<file path="src/rtl/c3cb_pkg.sv">
// Shared types, constants and register map of the 3x3 clamped-border filter.
package c3cb_pkg;

    localparam int DEF_MAX_WIDTH  = 1024;
    localparam int DEF_MAX_HEIGHT = 4096;
    localparam int DEF_COEF_BITS  = 8;

    localparam int KROW_BITS   = 24;
    localparam int KROW_EXT    = 48;
    localparam int SCALE_BITS  = 16;
    localparam int SHIFT_BITS  = 5;
    localparam int FWIDTH_BITS = 11;
    localparam int FHEIGHT_BITS = 13;
    localparam int PIX_BITS    = 8;
    localparam int PIX_MAX     = 255;
    localparam int APB_AW      = 5;
    localparam int APB_DW      = 32;

    localparam logic [2:0] REG_KTOP   = 3'd0;
    localparam logic [2:0] REG_KMID   = 3'd1;
    localparam logic [2:0] REG_KBOT   = 3'd2;
    localparam logic [2:0] REG_SMULT  = 3'd3;
    localparam logic [2:0] REG_SSHIFT = 3'd4;
    localparam logic [2:0] REG_FWIDTH = 3'd5;
    localparam logic [2:0] REG_FHEIGHT = 3'd6;

    typedef logic [2:0][2:0][PIX_BITS-1:0] pix_win_t;

    typedef struct packed {
        logic       clear;
        logic       mac_en;
        logic [1:0] row_sel;
        logic       scale_en;
    } flt_ctrl_t;

endpackage

</file>
<file path="src/rtl/c3cb_filter.sv">
// Row-serial multiply-accumulate, scale multiply and output clamp.
module c3cb_filter
    import c3cb_pkg::*;
#(
    parameter int COEF_BITS = DEF_COEF_BITS
) (
    input  logic                          aclk,
    input  flt_ctrl_t                     ctrl,
    input  pix_win_t                      win,
    input  logic [KROW_BITS-1:0]          k_top,
    input  logic [KROW_BITS-1:0]          k_mid,
    input  logic [KROW_BITS-1:0]          k_bot,
    input  logic signed [SCALE_BITS-1:0]  scale_mult,
    input  logic [SHIFT_BITS-1:0]         scale_shift,
    output logic [PIX_BITS-1:0]           result
);

    localparam int ACCB = COEF_BITS + 13;
    localparam int PB   = ACCB + SCALE_BITS;

    logic [KROW_EXT-1:0]         krow;
    logic [2:0][PIX_BITS-1:0]    prow;
    logic signed [ACCB-1:0]      row_sum;
    logic signed [ACCB-1:0]      acc_reg;
    logic signed [PB-1:0]        prod_reg;
    logic signed [PB-1:0]        shifted;
    logic signed [COEF_BITS-1:0] cf;

    always_comb begin
        unique case (ctrl.row_sel)
            2'd1:    begin krow = KROW_EXT'(k_mid); prow = win[1]; end
            2'd2:    begin krow = KROW_EXT'(k_bot); prow = win[2]; end
            default: begin krow = KROW_EXT'(k_top); prow = win[0]; end
        endcase
    end

    always_comb begin
        row_sum = '0;
        cf = '0;
        for (int j = 0; j < 3; j++) begin
            cf = signed'(krow[j*COEF_BITS +: COEF_BITS]);
            row_sum = row_sum + ACCB'(cf) * ACCB'(signed'({1'b0, prow[j]}));
        end
    end

    always_ff @(posedge aclk) begin
        if (ctrl.clear) begin
            acc_reg <= row_sum;
        end else if (ctrl.mac_en) begin
            acc_reg <= acc_reg + row_sum;
        end
        if (ctrl.scale_en) begin
            prod_reg <= PB'(acc_reg) * PB'(scale_mult);
        end
    end

    // negative sums clip to zero, large ones saturate
    always_comb begin
        shifted = prod_reg >>> scale_shift;
        if (prod_reg < 0) begin
            result = '0;
        end else if (shifted > PB'(PIX_MAX)) begin
            result = PIX_BITS'(PIX_MAX);
        end else begin
            result = shifted[PIX_BITS-1:0];
        end
    end

endmodule
</file>
<file path="config.mk">
export PLATFORM = sky130hd
export DESIGN_NAME = c3cb_filter
export DESIGN_NICKNAME = d
export VERILOG_FILES = /design/src/rtl/c3cb_pkg.sv /design/src/rtl/c3cb_filter.sv
export SDC_FILE = /design/constraint.sdc
export NUM_CORES = 2
export LEC_CHECK = 0
export BUFFER_PORTS_ARGS = -buffer_cell sky130_fd_sc_hd__buf_2
export CAP_MARGIN = 5
export CORE_MARGIN = 5
export CORE_UTILIZATION = 50
export CTS_BUF_LIST = sky130_fd_sc_hd__clkbuf_4 sky130_fd_sc_hd__clkbuf_8
export DETAILED_ROUTE_END_ITERATION = 12
export PLACE_DENSITY = 0.8
export SETUP_SLACK_MARGIN = 0.4
export SLEW_MARGIN = 20
export SYNTH_ARGS = -nofsm -noshare
export SYNTH_HDL_FRONTEND = slang
export SYNTH_SLANG_ARGS = --single-unit
</file>
<file path="constraint.sdc">
create_clock -name aclk -period 10.9 [get_ports aclk]
set_input_delay 0.545 -clock aclk [delete_from_list [all_inputs] [get_ports aclk]]
set_output_delay 0.545 -clock aclk [all_outputs]
set_load 0.005 [all_outputs]
</file>
## After elaboration in Yosys (flattened, before gate mapping)

Cells that the tools add are included.

- Bits in registers: 58
- Input bits: 171
- Output and inout port bits: 8

- Add/subtract/negate cells: 3
- $mul: 4
- Magnitude comparators: 2
- Equal/unequal tests: 2
- Shifts and indexed selects: 1
- Multiplexer cells: 6
- Reductions and logical operators: 1

Operators by type and width:

| operator | count |
|---|---|
| one-hot mux 24 bit (2 select lines) | 2 |
| multiplier 8 x 9 -> 17 bit | 3 |
| 2-to-1 mux 21 bit | 2 |
| greater-than comparator 37 x 9 -> 1 bit (second input constant) | 1 |
| less-than comparator 37 x 1 -> 1 bit (second input constant) | 1 |
| multiplier 21 x 16 -> 37 bit | 1 |
| >>> shifter 37 x 5 -> 37 bit | 1 |
| adder 21 x 19 -> 21 bit | 1 |
| adder 18 x 17 -> 19 bit | 1 |
| adder 17 x 17 -> 18 bit | 1 |
| 2-to-1 mux 8 bit | 2 |
| equality test 2 x 1 -> 1 bit (second input constant) | 1 |
| equality test 2 bit (second input constant) | 1 |
| nonzero test 2 bit | 1 |

## Depth between registers and ports, before layout

- Word-level depth: 8
- Gate-level depth with buffers: 37
- Gate-level depth less buffers: 35

## Least setup slack after synthesis

Ideal clock, no wire load.

- Path kind: in2reg
- Start: input ctrl[1] in the netlist's numbering
- End: register acc_reg[20], data pin
- Setup time: 269 ps
- Data arrival time: 8555 ps
- Required time: 10631 ps
- Slack: 2075 ps
- Stages on the path: 35
- Path buffers: 2
- Cells stage by stage: inv_1 > ha_1 > clkbuf_1 > clkbuf_1 > nor2_1 > a21oi_1 > inv_1 > and2_1 > fa_1 > fa_1 > inv_1 > fa_1 > fa_1 > inv_1 > fa_1 > fa_1 > inv_1 > fa_1 > inv_1 > ha_1 > a21o_1 > a21o_1 > a21oi_1 > o31ai_1 > a31o_2 > xor2_1 > ha_1 > o211a_1 > and4_1 > a32oi_1 > nand2_1 > o221ai_1 > o21ai_0 > mux2i_1 > xnor2_1

- Word-level cells in the longest chain between the ends: 8

Ends and longest elaborated chain:

| element | RTL line | source |
|---|---|---|
| start, declared | c3cb_filter.sv:8 | `input flt_ctrl_t ctrl,` |
| equality test 2 bit or equality test 2 x 1 -> 1 bit (tied branches) | c3cb_filter.sv:30 | `unique case (ctrl.row_sel)` |
| one-hot mux 24 bit (2 select lines) | c3cb_filter.sv:30 |  |
| multiplier 8 x 9 -> 17 bit | c3cb_filter.sv:42 | `row_sum = row_sum + ACCB'(cf) * ACCB'(signed'({1'b0, prow[j]}));` |
| adder 17 x 17 -> 18 bit | c3cb_filter.sv:42 |  |
| adder 18 x 17 -> 19 bit * | c3cb_filter.sv:42 |  |
| adder 21 x 19 -> 21 bit | c3cb_filter.sv:50 | `acc_reg <= acc_reg + row_sum;` |
| 2-to-1 mux 21 bit | c3cb_filter.sv:49 | `end else if (ctrl.mac_en) begin` |
| 2-to-1 mux 21 bit * | c3cb_filter.sv:47 | `if (ctrl.clear) begin` |
| end signal, assigned | c3cb_filter.sv:48 | `acc_reg <= row_sum;` |
| end signal, assigned | c3cb_filter.sv:50 |  |
| end, declared | c3cb_filter.sv:24 | `logic signed [ACCB-1:0] acc_reg;` |

Every way passes the cells marked *; elsewhere a longest branch is shown, timed or not. The select of a mux whose other input is x is not followed.
A chain may end at the register's enable or synchronous reset.

## Final worst setup path

Ends and elaborated chain as after synthesis.

==> impl_metrics.toml <==
[drt]
drt-total-wl_um = 57700
dr.pass1.iters = 5
wl_met2_um = 28200
drt-met1-wl_um = 23500
vias = 18900
drc = 0
dr_wl_met3_um = 4350
detail_route.wl_per_cell_um = 16.5
ant_nets = 0
drtIter0Drc = 1228
dr.max_layer_used = "met4"
viasPerCell = 5.40

[grt]
grt_pass1_wl_um = 97300
antenna_found_initial = 2
grt.overflow.total = 0
grt_max_degree = 109
grt_pass1_vias = 20100
track_usage = 0.219

[setup_path]
critical_path.top_delay_family = "adder cells"
timing.critical_path.slowest_cell_delay_ns = 0.90
crit_slowest_cell = "ha_4"
cp.required_ns = 11.02
critPathBufInv = 7
cp-start-kind = "primary input"
crit_path_frequent_cell = "fa_1"
worstSetupPathType = "in2reg"
critical_path.max_fanout = 108
worstPathArrival_ns = 9.78
cp-end-kind = "flip-flop"

[sta]
fin_skew_ns = 0.0241
slew_viol_final = 0
rsz0062_at_grt = "false"
slew_headroom = 0.309
max_slew.worst_pin.slew_ns = 1.04
fmax_ghz = 0.103
hold_viol = 0
setup_tns_ns = 0
fin_crit_sh = 0.887
min_period_ns = 9.67
finalSetupViolations = 0

[cts]
cts_hold_buf = 0
cts_sinks = 58
cts_max_path_buffers = 2
post_cts_buffers = 0
clkLatencyLatePin_ns = 0.39
htree_num_levels = 3
clk_pin_slew_ns = 0.09
cts_buffers = 9
postCtsResizedCells = 0
cts_root_buf = "clkbuf_8"
cts_tree = "built"

[floorplanning]
dieWidth_um = 232
design.die.area_um2 = 53800
initial_utilization = 0.504
core-area_um2 = 48800
die_height_um = 232
core.rowCount = 81
pin_count = 179

[place]
gp_congestion = 0.946
port_buffers = 178
hpwl_um = 48400

[logic_synthesis]
synth_top_area_share = 0.405
async_reset_ff_frac = 0
postSynthCellCount = 2743
synth_common_cells = "inv_1 (614), fa_1 (499), nand2_1 (323)"
yosysTopAreaCell = "fa_1"
ys_warn_count = 0
synth_most_common_cell = "inv_1"
synth_area_leaders = "fa_1 (41%), ha_1 (11%), inv_1 (9.4%)"
synth_cell_types = 62
syn_avg_cell_area_um2 = 8.98
synthXorXnorAreaFrac = 0.0252
synthMuxAreaShare = 0.0447
synth_nets = 3639
ys_ff_latch = 58
synth_area_um2 = 24600
synth_top_family_by_area = "adder cells"
synth_fa_ha_area_frac = 0.520
yosysSeqAreaShare = 0.0707
synth-simple-area-share = 0.145
synth_compound_area_frac = 0.0843
synth_edf_count = 58
ys.flop_type = "edfxtp_1"

[flow_run]
maxCapViolCount = 0

[layout]
drive_above_1_share = 0.0912
largest_register_ffs = 37
fill_cells = 4334
synthToLayoutAreaGrowth_pct = 6.33
nets = 3730

[outcome]
status = "finished, final reports clean"

[min_path]
hold_path_class = "in2reg"
==> logic make-up after synthesis <==
| group | after synthesis |
|---|---|
| fa+ha+maj | 725 |
| compound gates | 332 |
| xor+xnor | 71 |
| flops | 58 |
| simple gates | 774 |
| buf+inv | 715 |
| mux | 68 |
==> final cells by class <==
class / instances / area [um2] / share of cell area
multi-input combinational: 1970 / 20200 / 0.771
antenna: 3 / 7.51 / 0.000287
timing repair buffer: 181 / 916 / 0.0350
inverter: 614 / 2300 / 0.0880
clock buffer: 10 / 131 / 0.00501
sequential: 58 / 1740 / 0.0665
clock inverter: 6 / 57.6 / 0.00220
tap: 664 / 831 / 0.0317
==> layout by cell type, fill, tap and decap left out, drive strengths merged, types with 5 or more instances in the layout <==
master,n
buf,181
nor2b,15
mux2i,25
xor2,27
nor2,176
clkbuf,10
a211oi,8
nor3,14
o21bai,6
o21a,19
fa,499
or2,14
nand4,9
nand3,19
mux2,11
mux4,32
ha,226
a21oi,102
and2,140
inv,614
a21o,22
o211ai,8
a22oi,49
o21ai,76
nand2b,39
and3,5
edfxtp,58
clkinv,5
nand2,323
xnor2,44
a31oi,9
==> metrics by stage <==
step	instances	utilization	hold WS, ns	cell area, um2	worst slack (ns)
5_1_grt	3504	0.536	0.794	26200	0.773
6_report	3506	0.536	0.780	26200	1.23
3_3_place_gp	3487	0.532	1.03	26000	0.989
2_1_floorplan	2743	-	0.657	24600	2.08
4_1_cts	3503	0.536	0.769	26200	1.20
3_5_place_dp	3487	0.532	1.07	26000	0.821
==> routing by layer <==
metal	global-route usage	up-vias
li1	-	8683
met4	0.0619	0
met2	0.370	733
met3	0.0390	121
met1	0.294	9378
met5	0	-
==> worst paths after layout <==
kind / start / to / slack (ns) / cells after the start
min reg2reg: acc_reg[0]$_DFFE_PP_ / prod_reg[0]$_DFFE_PP_ / 1.09 / 1
min: ctrl[0] / prod_reg[16]$_DFFE_PP_ / 0.78 / 1
max reg2reg: acc_reg[20]$_DFFE_PP_ / prod_reg[36]$_DFFE_PP_ / 4.04 / 19
max: ctrl[1] / acc_reg[20]$_DFFE_PP_ / 1.23 / 34
Power is not shown: default switching activity piles up to over one toggle a cycle in this logic, so the estimate is an artifact.
